--- src/rtl/msk_pkg.sv ---
`timescale 1ns / 1ps
// ----------------------------------------------------------------------------
// msk_pkg - mail address skinner shared definitions
// Payload structs, scan modes, character codes and the step helpers.
// ----------------------------------------------------------------------------
package msk_pkg;

	localparam int MAX_RES              = 4;
	localparam int DEF_MAX_PAREN_DEPTH  = 255;
	localparam int DEF_QUEUE_DEPTH      = 4;

	localparam logic [7:0] CH_NUL    = 8'h00;
	localparam logic [7:0] CH_SPACE  = 8'h20;
	localparam logic [7:0] CH_LPAREN = 8'h28;
	localparam logic [7:0] CH_RPAREN = 8'h29;
	localparam logic [7:0] CH_LT     = 8'h3c;
	localparam logic [7:0] CH_GT     = 8'h3e;
	localparam logic [7:0] CH_AT     = 8'h40;
	localparam logic [7:0] CH_A      = 8'h61;
	localparam logic [7:0] CH_T      = 8'h74;

	typedef enum logic [2:0] {
		M_NORMAL,
		M_SPACE,
		M_SP_A,
		M_SP_AT,
		M_SP_ATSIGN,
		M_COMMENT,
		M_SKIP,
		M_DONE
	} msk_mode_t;

	typedef struct packed {
		logic [7:0] in_char;
		logic       in_last;
	} msk_in_t;

	typedef struct packed {
		logic [7:0] out_char;
		logic       has_char;
		logic       restart;
		logic       out_end;
	} msk_out_t;

	// results raised by one input item
	typedef struct packed {
		logic [2:0]           count;
		msk_out_t [MAX_RES-1:0] res;
	} msk_bundle_t;

	typedef struct packed {
		msk_mode_t   mode;
		logic        space_pending;
		logic        angle_seen;
		logic        open_comment;
		logic        ended;
		msk_bundle_t bundle;
	} msk_work_t;

	function automatic msk_work_t msk_put(msk_work_t w, logic [7:0] ch, logic has,
			logic rst);
		msk_work_t r;
		r = w;
		if (r.bundle.count < 3'(MAX_RES)) begin
			r.bundle.res[r.bundle.count[1:0]] = '{out_char: ch, has_char: has,
				restart: rst, out_end: 1'b0};
			r.bundle.count = r.bundle.count + 3'd1;
		end
		return r;
	endfunction

	function automatic msk_work_t msk_keep(msk_work_t w, logic [7:0] ch);
		msk_work_t r;
		r = w;
		if (r.space_pending) begin
			r.space_pending = 1'b0;
			r = msk_put(r, CH_SPACE, 1'b1, 1'b0);
		end
		r = msk_put(r, ch, 1'b1, 1'b0);
		return r;
	endfunction

	function automatic msk_work_t msk_normal(msk_work_t w, logic [7:0] ch);
		msk_work_t r;
		r = w;
		r.mode = M_NORMAL;
		if (ch == CH_LPAREN) begin
			r.open_comment  = 1'b1;
			r.mode          = M_COMMENT;
			r.space_pending = 1'b0;
		end else if (ch == CH_SPACE) begin
			r.mode = M_SPACE;
		end else if (ch == CH_LT) begin
			r = msk_put(r, CH_NUL, 1'b0, 1'b1);
			r.angle_seen    = 1'b1;
			r.space_pending = 1'b0;
		end else if (ch == CH_GT && r.angle_seen) begin
			r.mode  = M_DONE;
			r.ended = 1'b1;
		end else begin
			r = msk_keep(r, ch);
		end
		return r;
	endfunction

endpackage

--- src/rtl/msk_front.sv ---
`timescale 1ns / 1ps
// ----------------------------------------------------------------------------
// msk_front - character scanner
// Takes one character a cycle while the queue is not full, tracks comments
// and lookahead, and builds the bundle of results that the character raises.
// ----------------------------------------------------------------------------
module msk_front
	import msk_pkg::*;
#(
	parameter int MAX_PAREN_DEPTH = DEF_MAX_PAREN_DEPTH
) (
	input  logic        clk,
	input  logic        arst_n,
	input  logic        char_valid,
	output logic        char_stall,
	input  msk_in_t     char_data,
	input  logic        q_full,
	output logic        push,
	output msk_bundle_t bundle
);

	localparam int PW = $clog2(MAX_PAREN_DEPTH + 1);

	msk_mode_t  mode_q, mode_d;
	logic [PW-1:0] depth_q, depth_d, depth_step;
	logic       sp_q, sp_d;
	logic       angle_q, angle_d;
	msk_work_t  w;
	logic       accept;
	logic [7:0] c;
	logic       last;

	assign c          = char_data.in_char;
	assign last       = char_data.in_last;
	assign char_stall = q_full;
	assign accept     = char_valid && !q_full;

	always_comb begin
		w            = '0;
		w.mode       = mode_q;
		w.space_pending = sp_q;
		w.angle_seen = angle_q;
		depth_step   = depth_q;
		case (mode_q)
			M_DONE: begin
			end
			M_COMMENT: begin
				if (c == CH_LPAREN) begin
					if (depth_q < PW'(MAX_PAREN_DEPTH))
						depth_step = depth_q + PW'(1);
				end else if (c == CH_RPAREN) begin
					if (depth_q != '0)
						depth_step = depth_q - PW'(1);
					if (depth_q <= PW'(1))
						w.mode = M_SKIP;
				end
			end
			M_SKIP: begin
				w.mode = M_NORMAL;
			end
			M_SPACE: begin
				if (c == CH_A) begin
					w.mode = M_SP_A;
				end else if (c == CH_AT) begin
					w.mode = M_SP_ATSIGN;
				end else begin
					w.space_pending = 1'b1;
					w = msk_normal(w, c);
				end
			end
			M_SP_A: begin
				if (c == CH_T) begin
					w.mode = M_SP_AT;
				end else begin
					w.space_pending = 1'b1;
					w = msk_keep(w, CH_A);
					w = msk_normal(w, c);
				end
			end
			M_SP_AT: begin
				if (c == CH_SPACE) begin
					w = msk_put(w, CH_AT, 1'b1, 1'b0);
					w.mode = M_NORMAL;
				end else begin
					w.space_pending = 1'b1;
					w = msk_keep(w, CH_A);
					w = msk_keep(w, CH_T);
					w = msk_normal(w, c);
				end
			end
			M_SP_ATSIGN: begin
				if (c == CH_SPACE) begin
					w = msk_put(w, CH_AT, 1'b1, 1'b0);
					w.mode = M_NORMAL;
				end else begin
					w.space_pending = 1'b1;
					w = msk_keep(w, CH_AT);
					w = msk_normal(w, c);
				end
			end
			default: begin
				w = msk_normal(w, c);
			end
		endcase

		// flush held lookahead on the final character
		if (last && mode_q != M_DONE && !w.ended) begin
			case (w.mode)
				M_SP_A: begin
					w.space_pending = 1'b1;
					w = msk_keep(w, CH_A);
				end
				M_SP_AT: begin
					w.space_pending = 1'b1;
					w = msk_keep(w, CH_A);
					w = msk_keep(w, CH_T);
				end
				M_SP_ATSIGN: begin
					w.space_pending = 1'b1;
					w = msk_keep(w, CH_AT);
				end
				default: begin
				end
			endcase
			w.ended = 1'b1;
		end

		if (w.ended) begin
			if (w.bundle.count == 3'd0)
				w = msk_put(w, CH_NUL, 1'b0, 1'b0);
			w.bundle.res[2'(w.bundle.count - 3'd1)].out_end = 1'b1;
		end
	end

	// next state
	always_comb begin
		if (last) begin
			mode_d  = M_NORMAL;
			depth_d = '0;
			sp_d    = 1'b0;
			angle_d = 1'b0;
		end else begin
			mode_d  = w.mode;
			depth_d = w.open_comment ? PW'(1) : depth_step;
			sp_d    = w.space_pending;
			angle_d = w.angle_seen;
		end
	end

	// outputs
	always_comb begin
		bundle = w.bundle;
		push   = accept && (w.bundle.count != 3'd0);
	end

	always_ff @(posedge clk or negedge arst_n) begin
		if (!arst_n) begin
			mode_q  <= M_NORMAL;
			depth_q <= '0;
			sp_q    <= 1'b0;
			angle_q <= 1'b0;
		end else if (accept) begin
			mode_q  <= mode_d;
			depth_q <= depth_d;
			sp_q    <= sp_d;
			angle_q <= angle_d;
		end
	end

endmodule

--- src/rtl/msk_queue.sv ---
`timescale 1ns / 1ps
// ----------------------------------------------------------------------------
// msk_queue - result bundle queue
// Short first-in first-out store of result bundles between scanner and
// output serialiser.
// ----------------------------------------------------------------------------
module msk_queue
	import msk_pkg::*;
#(
	parameter int DEPTH = DEF_QUEUE_DEPTH
) (
	input  logic        clk,
	input  logic        arst_n,
	input  logic        push,
	input  msk_bundle_t wr_data,
	output logic        full,
	input  logic        pop,
	output logic        head_valid,
	output msk_bundle_t head
);

	localparam int AW = $clog2(DEPTH);
	localparam int CW = $clog2(DEPTH + 1);

	msk_bundle_t   mem_q [DEPTH];
	logic [AW-1:0] wr_ptr_q, rd_ptr_q;
	logic [CW-1:0] cnt_q;

	assign full       = (cnt_q == CW'(DEPTH));
	assign head_valid = (cnt_q != '0);
	assign head       = mem_q[rd_ptr_q];

	always_ff @(posedge clk) begin
		if (push)
			mem_q[wr_ptr_q] <= wr_data;
	end

	always_ff @(posedge clk or negedge arst_n) begin
		if (!arst_n) begin
			wr_ptr_q <= '0;
			rd_ptr_q <= '0;
			cnt_q    <= '0;
		end else begin
			if (push)
				wr_ptr_q <= (wr_ptr_q == AW'(DEPTH - 1)) ? '0 : wr_ptr_q + AW'(1);
			if (pop)
				rd_ptr_q <= (rd_ptr_q == AW'(DEPTH - 1)) ? '0 : rd_ptr_q + AW'(1);
			if (push && !pop)
				cnt_q <= cnt_q + CW'(1);
			else if (pop && !push)
				cnt_q <= cnt_q - CW'(1);
		end
	end

endmodule

--- src/rtl/msk_back.sv ---
`timescale 1ns / 1ps
// ----------------------------------------------------------------------------
// msk_back - output serialiser
// Walks the head bundle one result a cycle, if not stalled, into out_q.
// ----------------------------------------------------------------------------
module msk_back
	import msk_pkg::*;
(
	input  logic        clk,
	input  logic        arst_n,
	input  logic        head_valid,
	input  msk_bundle_t head,
	output logic        pop,
	output logic        res_valid,
	input  logic        res_stall,
	output msk_out_t    res_data
);

	logic       out_valid_q;
	msk_out_t   out_q;
	logic [1:0] idx_q;
	logic       load;
	logic       at_last;

	assign load     = head_valid && (!out_valid_q || !res_stall);
	assign at_last  = ({1'b0, idx_q} == (head.count - 3'd1));
	assign pop      = load && at_last;
	assign res_valid = out_valid_q;
	assign res_data = out_q;

	always_ff @(posedge clk) begin
		if (load)
			out_q <= head.res[idx_q];
	end

	always_ff @(posedge clk or negedge arst_n) begin
		if (!arst_n) begin
			out_valid_q <= 1'b0;
			idx_q       <= '0;
		end else begin
			if (!out_valid_q || !res_stall)
				out_valid_q <= head_valid;
			if (load)
				idx_q <= at_last ? 2'd0 : idx_q + 2'd1;
		end
	end

endmodule

--- src/rtl/mail_address_skinner.sv ---
`timescale 1ns / 1ps
// ----------------------------------------------------------------------------
// mail_address_skinner - address skinner top level
// Strips comments and folds spacing of an address, one character at a time.
//
//   channel  direction  payload    transfer when
//   char     in         msk_in_t   char_valid && !char_stall
//   res      out        msk_out_t  res_valid && !res_stall
//
// One character is taken each cycle while the bundle queue has room; the
// output register gives one result per cycle when res_stall is low, so
// characters raising more than one result (up to four) fill the queue.
// A character's results pass through the queue and the output register.
// Reset clears scan state, queue pointers and the output valid.
// char_stall follows only the queue-full flag.
// ----------------------------------------------------------------------------
module mail_address_skinner
	import msk_pkg::*;
#(
	parameter int MAX_PAREN_DEPTH = DEF_MAX_PAREN_DEPTH,
	parameter int QUEUE_DEPTH     = DEF_QUEUE_DEPTH
) (
	input  logic     clk,
	input  logic     arst_n,
	input  logic     char_valid,
	output logic     char_stall,
	input  msk_in_t  char_data,
	output logic     res_valid,
	input  logic     res_stall,
	output msk_out_t res_data
);

	logic        push, full, pop, head_valid;
	msk_bundle_t wr_bundle, head;

	msk_front #(
		.MAX_PAREN_DEPTH(MAX_PAREN_DEPTH)
	) u_front (
		.clk       (clk),
		.arst_n    (arst_n),
		.char_valid(char_valid),
		.char_stall(char_stall),
		.char_data (char_data),
		.q_full    (full),
		.push      (push),
		.bundle    (wr_bundle)
	);

	msk_queue #(
		.DEPTH(QUEUE_DEPTH)
	) u_queue (
		.clk       (clk),
		.arst_n    (arst_n),
		.push      (push),
		.wr_data   (wr_bundle),
		.full      (full),
		.pop       (pop),
		.head_valid(head_valid),
		.head      (head)
	);

	msk_back u_back (
		.clk       (clk),
		.arst_n    (arst_n),
		.head_valid(head_valid),
		.head      (head),
		.pop       (pop),
		.res_valid (res_valid),
		.res_stall (res_stall),
		.res_data  (res_data)
	);

endmodule

--- config.mk ---
export PLATFORM = sky130hd
export DESIGN_NAME = mail_address_skinner
export DESIGN_NICKNAME = d
export VERILOG_FILES = /design/src/rtl/msk_pkg.sv /design/src/rtl/msk_front.sv /design/src/rtl/msk_queue.sv /design/src/rtl/msk_back.sv /design/src/rtl/mail_address_skinner.sv
export SDC_FILE = /design/constraint.sdc
export NUM_CORES = 1
export LEC_CHECK = 0
export ABC_CLOCK_PERIOD_IN_PS = 11290
export BUFFER_PORTS_ARGS = -buffer_cell sky130_fd_sc_hd__buf_4
export CAP_MARGIN = 20
export CORE_ASPECT_RATIO = 0.75
export CORE_UTILIZATION = 50
export DETAILED_ROUTE_END_ITERATION = 16
export PLACE_DENSITY = 0.78
export SYNTH_ARGS = -nofsm -noshare
export SYNTH_HDL_FRONTEND = slang
export SYNTH_HIERARCHICAL = 1
export SYNTH_SLANG_ARGS = --single-unit
--- constraint.sdc ---
create_clock -name clk -period 11.29 [get_ports clk]
set_input_delay 0.5645 -clock clk [delete_from_list [all_inputs] [get_ports clk]]
set_output_delay 0.5645 -clock clk [all_outputs]
set_load 0.005 [all_outputs]
Word level (Yosys, flattened, before mapping). Memories as Yosys holds them, arrays and structs flattened. Index checks and enable logic that the tools add are counted.

Bits in registers: 34. Latch bits: 0. RAM bits: 188. Memory bits (read-only): 0. Input port bits: 13. Logic and storage cells: 454. Memories: 1.

Memory list: u_queue.mem_q (words 4, bits a word 47, rd ports 1, clocked after memory_dff 0, wr ports 1, line msk_queue.sv:25) `msk_bundle_t mem_q [DEPTH];`.

Add/sub/neg operators: 29. Multipliers: 0. Div/mod/pow operators: 0. Magnitude comparators: 65. Equality and inequality tests: 24. Shift-type cells: 0. Muxes and demuxes: 218. Bitwise logic cells: 53. Reductions and logical operators: 51.

Operators by type and width (count): $mux 54 (46); $mux 47 (44); $mux 51 (13); $demux 11 s2 (21); $and 36x36->36 (8); $not 36->36 (8); $bwmux 44 (6); $pmux 51 s5 (1); $mux 48 (5); $mux 11 (21); $pmux 54 s3 (1); $and 40x40->40 (3); $not 40->40 (3); $and 28x28->28 (4); $not 28->28 (4); $lt 2x3->1 const B (22); $mux 3 (22); $or 16x16->16 (4); $or 8x8->8 (8); $add 3x1->3 const B (21); $lt 3x3->1 const B (20); $mux 8 (7); $and 24x24->24 (2); $not 24->24 (2); other kinds (38) (144).

Longest topological paths before layout. Gate-level depths: netlist (run 1).

Depth in word-level cells: 114. Depth in mapped cells: 28. Mapped depth without buffers: 24.

By module. Netlist (run 1), hierarchy kept.

Modules (own cells, without submodules): msk_queue (instances 1, cells an instance 283, area each 7218.2 um^2); msk_front (instances 1, cells an instance 383, area each 2591.2 um^2); msk_back (instances 1, cells an instance 45, area each 838.3 um^2).

Least setup slack after synthesis (run 1). No wires, ideal clock.

Path type: input to register. Start point: input char_data[3] (netlist name). End point: memory u_queue/mem_q[0][0] (netlist name), enable pin. Setup time: 0.409 ns. Arrival: 5.784 ns. Data required time: 10.881 ns. Slack: 5.097 ns. Stages: 23. Buffers on the path: 4. Path through: buf_2 -> or3_1 -> clkbuf_1 -> o21ai_0 -> a211oi_1 -> a311o_1 -> buf_6 -> inv_1 -> ha_1 -> inv_1 -> ha_1 -> nand2_1 -> o21ai_0 -> nand2_1 -> a221oi_2 -> nor2_1 -> ha_1 -> nor3b_1 -> o31a_1 -> buf_2 -> inv_1 -> a31oi_1 -> and2_1.

Longest elaborated chain between the ends: 35. Elaborated cells between the ends (all ways): 107. Classes of those cells: 7 x add/sub; 7 x order compare; 11 x eq/ne; 73 x mux; 9 x reduce/logical.

Ends and longest elaborated chain: start, declared (line mail_address_skinner.sv:27) `input msk_in_t char_data,`; $eq 8x6->1 (line msk_pkg.sv:97) `end else if (ch == CH_GT && r.angle_seen) begin`; $logic_and 1x1->1 (line msk_pkg.sv:97); $mux 47 (line msk_pkg.sv:97); $mux 54 (line msk_pkg.sv:93) `end else if (ch == CH_LT) begin`; $mux 51 (line msk_pkg.sv:91) `end else if (ch == CH_SPACE) begin`; $mux 48 (line msk_pkg.sv:87) `if (ch == CH_LPAREN) begin`; $mux 51 (line msk_front.sv:64) `end else if (c == CH_AT) begin`; $mux 51 (line msk_front.sv:62) `if (c == CH_A) begin`; (+20 left out); $mux 47 (line msk_front.sv:129) `if (w.bundle.count == 3'd0)`; $mux 54 (line msk_front.sv:128) `if (w.ended) begin`; $mux 54 * (line msk_front.sv:128); $reduce_bool 3->1 * (line msk_front.sv:153) `push = accept && (w.bundle.count != 3'd0);`; $logic_and 1x1->1 * (line msk_front.sv:153); via push (line mail_address_skinner.sv:33) `logic push, full, pop, head_valid;`; $mux 1 * (line msk_queue.sv:34) `if (push)`; $mux 1 (not written as such) * (line msk_queue.sv:35) `mem_q[wr_ptr_q] <= wr_data;`; end, declared (line msk_queue.sv:25).

Mark *: on every way through the listed nets, which the timed path passes. The rest lies on a longest branch. The select of a mux whose other input is x is not followed.

Final worst setup path (run 1).
Start point: register u_front.mode_q[2]. End point: memory u_queue/mem_q[1][45] (netlist name), enable pin.

Longest elaborated chain between the ends: 29. Elaborated cells between the ends (all ways): 62. Classes of those cells: 7 x add/sub; 7 x order compare; 11 x eq/ne; 30 x mux; 7 x reduce/logical.

Ends and longest elaborated chain: start, declared (line msk_front.sv:24) `msk_mode_t mode_q, mode_d;`; start signal, assigned (line msk_front.sv:163) `mode_q <= mode_d;`; $eq 3x3->1 (line msk_front.sv:44) `case (mode_q)`; $reduce_or 3->1 (no line); $pmux 51 s5 (line msk_front.sv:44); $add 3x1->3 / $lt 3x3->1 (equally long branches) (line msk_pkg.sv:67, msk_pkg.sv:64); $mux 47 (line msk_pkg.sv:64) `if (r.bundle.count < 3'(MAX_RES)) begin`; $mux 54 (line msk_front.sv:108) `case (w.mode)`; $mux 54 (line msk_front.sv:107) `if (last && mode_q != M_DONE && !w.ended) begin`; $add 3x1->3 / $lt 3x3->1 (equally long branches) (line msk_pkg.sv:67, msk_pkg.sv:64); (+14 left out); $mux 47 (line msk_front.sv:129); $mux 54 (line msk_front.sv:128); $mux 54 * (line msk_front.sv:128); $reduce_bool 3->1 * (line msk_front.sv:153); $logic_and 1x1->1 * (line msk_front.sv:153); via push (line mail_address_skinner.sv:33); $mux 1 * (line msk_queue.sv:34); $mux 1 (not written as such) * (line msk_queue.sv:35).

Marked as above.

==> results.json, run 1 <==
{
  "status": "complete, no violations",
  "cts_hold_buf": 1,
  "grt_pass1_wl_mm": 38.03,
  "clk_pin_slew_ns": 0.06,
  "grt_pass1_vias": 6484,
  "worstPathArrival_ns": 6.99,
  "grt_max_degree": 48,
  "yosys.area.top_type": "edfxtp_1",
  "multi_input_area_um2": 3699,
  "post-cts-setup-buffers": 0,
  "maxCapViolations": 0,
  "initial_core_util_pct": 51.81,
  "clock_sinks": 222,
  "synth_cells": 711,
  "ys_ff_latch": 222,
  "viasPerCell": 6.301,
  "clockBufferDepth": 3,
  "finalCritPeriodShare_pct": 60.65,
  "final_cell_mix": "edfxtp_1, mux4_2, nand2_1",
  "io_buffers": 25,
  "worstSetupPathType": "flop to flop",
  "rr_worst_depth": 19,
  "drt_iter0_drc": 783,
  "coreArea_um2": 20550,
  "nNetsFinal": 760,
  "cts-root-buf": "clkbuf_16",
  "p_per_area_nw_per_um2": 219.5,
  "final_common_cell": "edfxtp_1",
  "hold_viol_final": 0,
  "cts-resized-gates": 0,
  "n_antenna_cell": 0,
  "std_cell_rows": 45,
  "grt.total_usage_pct": 23.51,
  "dp_hpwl_mm": 16.65,
  "met3_usage_pct": 4.614,
  "place_area_um2": 10950,
  "drv_slew": 0,
  "fmax_mhz": 146.0,
  "first_pass_iters": 5,
  "gr-total-overflow": 0,
  "synth-main-ff-cell": "edfxtp_1",
  "die_height_um": 128.4,
  "rsz0062_at_grt": "false",
  "finish.utilization_pct": 56.51,
  "period_minus_slack_ns": 6.848,
  "cts_buffers": 22,
  "cts_tree": "done",
  "endpoint_kind": "flop",
  "tightest_slew_ns": 1.093,
  "yosysTopAreaCellShare_pct": 56.12,
  "crit_required_ns": 11.43,
  "ff_latch_area_um2": 6554,
  "postSynth.asyncResetShare_pct": 10.36,
  "grt_antenna_before_repair": 0,
  "clock_skew_ns": 0.02021,
  "fin_area_um2": 11610,
  "dieArea_um2": 21890,
  "syn_to_final_growth_pct": 9.071,
  "postRouteAntennaNets": 0,
  "gr-usage-met1_pct": 33.62,
  "p_leak_nw": 4.078,
  "wl_per_cell_um": 24.13,
  "ir_worst_vdd_v": 0.0001443,
  "setup_ws_ns": 4.442,
  "dp_worst_setup_slack_ns": 4.218,
  "drive_above_1_share_pct": 18.51,
  "synth_nets": 747,
  "tns_ns": 0,
  "hold_depth": 2,
  "cts_max_level": 1,
  "grt_busiest_layer": "met2",
  "cp_max_fo": 39,
  "synth.avg_cell_area_um2": 14.98,
  "dieWidth_um": 170.5,
  "hp-class": "input pin to flop",
  "synthesis.area_um2": 10650,
  "gr-usage-met2_pct": 36.71,
  "ys.warnings.count": 6,
  "gp_congestion": 0.9198,
  "clock_latency_ns": 0.52,
  "ys_types": 78,
  "crit_path_start_kind": "flop",
  "ys_seq_area_share_pct": 61.53,
  "ios": 26,
  "fillers": 1575,
  "wl_mm": 24.66,
  "drc_errors": 0,
  "synth-edff-count": 199,
  "setup_viol": 0,
  "slew_headroom_pct": 26.91,
  "synth.area.top_cells": "edfxtp_1, mux4_2, dfrtp_1",
  "vias": 6440
}
-- Yosys cell counts (6+ instances only) --
library cell / count
or3_1: 6
and3_1: 14
xor2_1: 8
ha_1: 22
buf_4: 6
nor3_1: 19
edfxtp_1: 199
xnor2_1: 7
dfrtp_1: 23
a21o_1: 6
clkbuf_1: 11
a21oi_1: 37
buf_2: 15
inv_1: 28
mux4_2: 52
nand2_1: 42
and2_1: 14
o211ai_1: 9
nor2_1: 29
nor2b_1: 6
o21ai_0: 21
nand3_1: 23
mux4_1: 6
-- through the flow --
stage                     power, mW  hold slack, ns  std cells
final                         2.550          0.2650       1022
after global routing          2.668          0.2655       1022
after CTS                     2.579          0.2474       1022
after detailed placement      1.906          0.4889        981
after global placement        1.869          0.4661        981
after floorplan               1.733          0.2689        711
-- per-layer routing --
metal | wire [um] | up-vias
met5 | 0 | -
met4 | 692 | 0
met3 | 2062 | 55
met2 | 11290 | 266
met1 | 10620 | 3285
li1 | - | 2834
-- final cells by class --
cell class / instances / area share [%]
clock buffer: 29 / 4.967
clock inverter: 11 / 0.6249
inverter: 29 / 0.9373
multi-input combinational: 416 / 31.85
sequential: 222 / 56.43
tap: 282 / 3.038
timing repair buffer: 33 / 2.155
-- path summary, 6_finish.rpt --
| path | start | endpoint | slack, ns |
|---|---|---|---|
| worst max-delay path | u_front/mode_q[2] | u_queue/mem_q[1][45] | 4.44 |
| worst min-delay path | res_stall | u_back/res_valid | 0.26 |
| worst max register to register | u_front/mode_q[2] | u_queue/mem_q[1][45] | 4.44 |
| worst min register to register | u_queue/cnt_q[2] | u_queue/cnt_q[2] | 0.50 |
| max in group asynchronous | arst_n | u_queue/rd_ptr_q[0] | 10.49 |
| min in group asynchronous | arst_n | u_front/mode_q[0] | 0.50 |
-- cells by family (layout without fill, tap and decap cells) --
group                    after synthesis  in the layout  synth area share, %
AND/OR/NAND/NOR                      191            191                9.882
flip-flops                           222            222                61.53
buffers and inverters                 73            102                3.784
adder cells (fa/ha/maj)               23             23                2.773
XOR/XNOR                              15             15                1.234
AO/OA/AOI/OAI                        125            125                7.979
other                                  1              1              0.03522
multiplexers                          61             61                12.78
-- critical path, cell delays in order (launching register included) --
cell and delay [ns]:
dfrtp_1 0.62, or2_2 0.46, a211oi_1 0.87, a311o_1 0.47, inv_1 0.09, ha_1 0.34, inv_1 0.09, ha_1 0.27
nand2_1 0.06, o21ai_0 0.08, nand2_1 0.10, a221oi_2 0.11, nor2_1 0.29, ha_1 0.25, nor3b_1 0.19, o31a_1 0.56
inv_1 0.09, a31oi_1 0.60, and2_2 0.41, buf_4 0.53
-- sequential cells by signal, indices dropped and copies added (netlist names) --
name and flops:
u_back/idx_q 2, u_front/sp_q 1, u_front/depth_q 8, u_front/mode_q 3, u_back/res_data 11, u_queue/cnt_q 3
u_queue/wr_ptr_q 2, u_queue/rd_ptr_q 2, u_back/res_valid 1, u_front/angle_q 1, u_queue/mem_q 188
-- power by group --
part | internal [mW] | switching [mW]
clock network | 0.364 | 0.301
registers | 1.10 | 0.113
logic | 0.346 | 0.327
total | 1.81 | 0.741
(Power assumes the default switching activity.)
==> inputs of run 2 (changes only) <==
ABC_CLOCK_PERIOD_IN_PS = 5900   (was 11290)
PLACE_DENSITY = 0.81   (was 0.78)
clock period = 5.9 ns   (was 11.29 ns; I/O delays follow)
==> run 2 against run 1 <==
Compared with the run above:
- global-route usage fell by 0.23 points
- setup slack got worse by 4.0 ns
- critical endpoint is now u_queue/mem_q[1][43]
- largest cell class unchanged
- final cell count rose by 1.9%
- via count rose by 1.3%
==> results.json, run 2 (synthesis gave the netlist of run 1 again) <==
{
  "worstSetupPathType": "flop to flop",
  "final_common_cell": "edfxtp_1",
  "r2r_start": "u_front/mode_q[0]",
  "std_cell_rows": 45,
  "clock_sinks": 222,
  "fmax_mhz": 184.7,
  "coreArea_um2": 20550,
  "nNetsFinal": 779,
  "hold_viol_final": 0,
  "clock_skew_ns": 0.01201,
  "grt_pass1_vias": 6371,
  "first_pass_iters": 6,
  "rrSetupSlack_ns": 0.49,
  "viasPerCell": 6.269,
  "dieWidth_um": 170.5,
  "die_height_um": 128.4,
  "crit_required_ns": 6.10,
  "status": "complete, no violations",
  "drive_above_1_share_pct": 21.21,
  "syn_to_final_growth_pct": 11.86,
  "grt_antenna_before_repair": 1,
  "p_leak_nw": 4.227,
  "maxCapViolations": 0,
  "grt_pass1_wl_mm": 37.64,
  "dpl.cell_count": 999,
  "dieArea_um2": 21890,
  "cts_tree": "done",
  "crit_chain": "or3b_2, a31oi_1, a22o_1, o32a_1, inv_1, nor2_1, ha_1, nand2_1, o21ai_0, nand2_1, a221oi_2, nor2_1, ha_1, o211ai_1, o41ai_1, a31oi_1, buf_4, and2_2, buf_4",
  "wl_per_cell_um": 23.37,
  "ir_worst_vdd_v": 0.0002468,
  "final_cell_mix": "edfxtp_1, mux4_2, buf_4",
  "crit_path_start": "u_front/mode_q[0]",
  "wl_mm": 24.33,
  "gp_congestion": 1.007,
  "clockBufferDepth": 3,
  "drt_iter0_drc": 891,
  "rsz0062_at_grt": "false",
  "cp_top_family": "compound AO/OA/AOI/OAI gates",
  "finish.utilization_pct": 57.95,
  "io_buffers": 25,
  "holdWs_ns": 0.06503,
  "tightest_slew_ns": 0.8915,
  "cts_max_level": 1,
  "grt.total_usage_pct": 23.28,
  "clk_pin_slew_ns": 0.06,
  "initial_core_util_pct": 51.81,
  "gr-total-overflow": 0,
  "tns_ns": 0,
  "dp_hpwl_mm": 16.70,
  "cts_buffers": 22,
  "cts-root-buf": "clkbuf_16",
  "n_antenna_cell": 0,
  "hp-start": "char_data[0]",
  "cts_hold_buf": 2,
  "slew_headroom_pct": 40.38,
  "fin_cells": 1041,
  "setup_viol": 0,
  "crit_path_start_kind": "flop",
  "drc_errors": 0,
  "endpoint_kind": "flop",
  "crit_slowest_cell": "and2_2",
  "crit_buf_inv": 3,
  "largest_register_ffs": 188,
  "grt_max_degree": 48,
  "cp_max_fo": 27,
  "finalCritPeriodShare_pct": 91.76,
  "vias": 6526,
  "worstPathArrival_ns": 5.61,
  "drv_slew": 0,
  "cts-resized-gates": 0,
  "p_per_area_nw_per_um2": 432.1,
  "postRouteAntennaNets": 0,
  "clock_latency_ns": 0.51,
  "fillers": 1554,
  "period_minus_slack_ns": 5.414,
  "post-cts-setup-buffers": 0,
  "hp-class": "input pin to flop",
  "critPathMaxStageDelay_ns": 0.65,
  "top_register": "u_queue/mem_q",
  "ios": 26
}
[run 2: cell types whose count changed in the layout (fill, tap and decap cells not counted)]
cell,change
buf_4,+17
bufinv_16,+5
clkinvlp_4,+4
clkbuf_1,-3
clkinv_1,-3
clkinv_2,-2
buf_12,+1
dfrtp_2,-1
dfrtp_4,+1
dlygate4sd3_1,+1
inv_8,-1
[run 2: worst reg2reg max path: stages (launching register included)]
cell	delay, ns
dfrtp_1	0.60
or3b_2	0.54
a31oi_1	0.27
a22o_1	0.20
o32a_1	0.24
inv_1	0.10
nor2_1	0.20
ha_1	0.18
nand2_1	0.05
o21ai_0	0.08
nand2_1	0.08
a221oi_2	0.53
nor2_1	0.18
ha_1	0.27
o211ai_1	0.16
o41ai_1	0.10
a31oi_1	0.17
buf_4	0.17
and2_2	0.65
buf_4	0.34
[run 2: stage by stage]
| stage | instance area, um2 | total power [mW] | worst slack (ns) |
|---|---|---|---|
| global route | 11910 | 5.383 | 0.03447 |
| finish | 11910 | 5.147 | 0.4859 |
| CTS | 11910 | 5.190 | 0.5429 |
| floorplan | 10650 | 3.312 | 0.3480 |
| detailed placement | 11100 | 3.681 | 0.3754 |
| global placement | 11100 | 3.631 | 0.5094 |
[run 2: where the power goes]
group / internal (mW) / total, mW / switching [mW]
clock: 0.913 / 1.50 / 0.590
sequential: 2.10 / 2.30 / 0.200
combinational: 0.682 / 1.34 / 0.661
[run 2: final timing paths]
check	cells after the start	to
max	19	u_queue/mem_q[1][43]
min	2	u_front/depth_q[0]
max reg2reg	19	u_queue/mem_q[1][43]
min reg2reg	1	u_queue/cnt_q[2]
max in group asynchronous	2	u_queue/rd_ptr_q[0]
min in group asynchronous	2	u_front/mode_q[0]
[run 2: layout make-up]
class	count	area (um2)	share of cell area (%)
repair buffers	52	407.9	3.425
clock buffers	26	565.5	4.748
inverters	29	108.9	0.9140
multi-input cells	416	3699	31.05
well taps	282	352.8	2.962
clock inverters	14	220.2	1.849
flip-flops and latches	222	6556	55.05
[run 2: routing by layer]
layer	global-route usage, %	wire length [um]	up-vias
met1	35.24	10780	3281
met5	0	0	-
met3	3.537	2073	48
met2	35.73	10910	316
met4	5.564	571	0
li1	-	-	2881
==> inputs of run 3 (changes only) <==
ABC_CLOCK_PERIOD_IN_PS = 4600   (was 5900)
clock period = 4.6 ns   (was 5.9 ns; I/O delays follow)
==> run 3 against run 2 <==
Compared with the run above:
- routed wire length up 0.72%
- critical path depth up 2
- count of clock-buffer cells in the layout down 2
- utilization up 2.2 points
- maximum frequency up 22%
- final cell count up 3.7%
- highest routed layer unchanged
- die area unchanged
==> results.json, run 3 (synthesis gave the netlist of run 1 again) <==
{
  "clockBufferDepth": 3,
  "initial_core_util_pct": 51.81,
  "worstPathArrival_ns": 4.83,
  "p_per_area_nw_per_um2": 528.6,
  "holdPathEnd": "u_front/mode_q[1]",
  "r2r_end": "u_queue/cnt_q[1]",
  "dp_worst_setup_slack_ns": 0.03767,
  "grt_max_degree": 44,
  "crit_slowest_cell": "dfrtp_1",
  "finish.utilization_pct": 60.19,
  "crit_required_ns": 5.00,
  "hold_depth": 4,
  "finalCritPeriodShare_pct": 96.37,
  "coreArea_um2": 20550,
  "grt_antenna_before_repair": 0,
  "clock_sinks": 222,
  "setup_viol": 0,
  "endpoint_kind": "flop",
  "top_register": "u_queue/mem_q",
  "fmax_mhz": 225.6,
  "wl_mm": 24.51,
  "nNetsFinal": 819,
  "hp-class": "input pin to flop",
  "cts-root-buf": "clkbuf_16",
  "drc_errors": 0,
  "first_pass_iters": 5,
  "grt_pass1_vias": 6634,
  "clock_skew_ns": 0.01348,
  "cts_buffers": 22,
  "syn_to_final_growth_pct": 16.17,
  "dp_hpwl_mm": 16.59,
  "die_height_um": 128.4,
  "period_minus_slack_ns": 4.433,
  "slew_headroom_pct": 33.18,
  "r2r_start": "u_front/angle_q",
  "worstSetupPathType": "flop to flop",
  "p_leak_nw": 4.443,
  "dieArea_um2": 21890,
  "maxCapViolations": 0,
  "setup_ws_ns": 0.1669,
  "clock_latency_ns": 0.52,
  "viasPerCell": 6.120,
  "grt_pass1_wl_mm": 38.67,
  "final_common_cell": "edfxtp_1",
  "fillers": 1520,
  "std_cell_rows": 45,
  "vias": 6603,
  "finalPower_mw": 6.538,
  "cts_max_level": 1,
  "grt.total_usage_pct": 23.62,
  "drive_above_1_share_pct": 27.48,
  "ios": 26,
  "largest_register_ffs": 188,
  "dieWidth_um": 170.5,
  "hp-start": "char_valid",
  "gr-total-overflow": 0,
  "tns_ns": 0,
  "tightest_slew_ns": 1.000,
  "drv_slew": 0,
  "ir_worst_vdd_v": 0.0002958,
  "cp_max_fo": 6,
  "critPathMaxStageDelay_ns": 0.43,
  "postRouteAntennaNets": 0,
  "io_buffers": 25,
  "drt_iter0_drc": 826,
  "clk_pin_slew_ns": 0.06,
  "n_antenna_cell": 0,
  "crit_path_start_kind": "flop",
  "crit_buf_inv": 4,
  "hold_viol_final": 0,
  "rrSetupSlack_ns": 0.17,
  "rr_worst_depth": 21,
  "final_cell_mix": "edfxtp_1, buf_4, mux4_2",
  "gp_congestion": 0.9637,
  "wl_per_cell_um": 22.71,
  "crit_chain": "and4_1, buf_4, a21o_1, a211oi_2, o32a_1, inv_1, nor2_2, ha_4, nand2_1, o21ai_1, nand2_1, a221oi_4, nor2_4, inv_1, ha_1, o41ai_4, a31oi_4, ha_4, inv_2, fa_2, mux2_2",
  "status": "complete, no violations",
  "cts_tree": "done",
  "cp_top_family": "compound AO/OA/AOI/OAI gates"
}
-- run 3: stage by stage --
| step | hold slack (ns) | area, um2 | cells |
|---|---|---|---|
| floorplan | -0.06559 | 10810 | 711 |
| global placement | 0.1622 | 11590 | 1037 |
| detailed placement | 0.1667 | 11590 | 1037 |
| CTS | 0.1228 | 12330 | 1078 |
| global route | 0.1860 | 12370 | 1079 |
| finish | 0.1356 | 12370 | 1079 |
-- run 3: report_power, final --
group | switching [mW] | internal [mW] | leakage, nW
registers | 0.211 | 2.69 | 2.14
logic | 0.899 | 0.936 | 1.95
clock network | 0.753 | 1.05 | 0.349
total | 1.86 | 4.67 | 4.44
-- run 3: cell type report --
cell class	instances	area, um2	share of cell area (%)
Multi-Input combinational cell	416	3851	31.13
Sequential cell	222	6560	53.03
Timing Repair Buffer	92	773.2	6.251
Tap cell	282	352.8	2.853
Clock inverter	14	157.7	1.275
Clock buffer	24	558.0	4.511
Inverter	29	116.4	0.9407
-- run 3: worst register-to-register path, cell delays in order, from the launching register on --
cell	delay, ns
dfrtp_1	0.43
and4_1	0.28
buf_4	0.17
a21o_1	0.22
a211oi_2	0.10
o32a_1	0.35
inv_1	0.09
nor2_2	0.06
ha_4	0.25
nand2_1	0.04
o21ai_1	0.08
nand2_1	0.10
a221oi_4	0.29
nor2_4	0.08
inv_1	0.09
ha_1	0.29
o41ai_4	0.41
a31oi_4	0.07
ha_4	0.18
inv_2	0.05
fa_2	0.42
mux2_2	0.27
-- run 3: repair_timing --
action                                  CTS  global route
buffers inserted                          0             1
hold endpoints to repair                 25             0
endpoints found under the setup margin    0             6
hold buffers                              3             0
resized for setup                         0            10
-- run 3: worst max-delay path by stage --
stage                      start                to  slack, ns  cells past startpoint
3_5_place_dp        char_data[8]  u_queue/cnt_q[1]       0.04                     21
2_1_floorplan       char_data[7]  u_queue/cnt_q[2]      -0.18                     27
6_report         u_front/angle_q  u_queue/cnt_q[1]       0.17                     21
5_1_grt        u_front/mode_q[2]  u_queue/cnt_q[1]      -0.01                     20
4_1_cts        u_front/mode_q[2]  u_queue/cnt_q[1]       0.16                     20
3_3_place_gp        char_data[7]  u_queue/cnt_q[1]       0.11                     21
-- run 3: layer usage --
metal	track usage [%]	share of wire [%]
met2	35.87	45
met4	5.511	2.0
met3	4.060	7.3
met1	35.79	45
met5	0	0
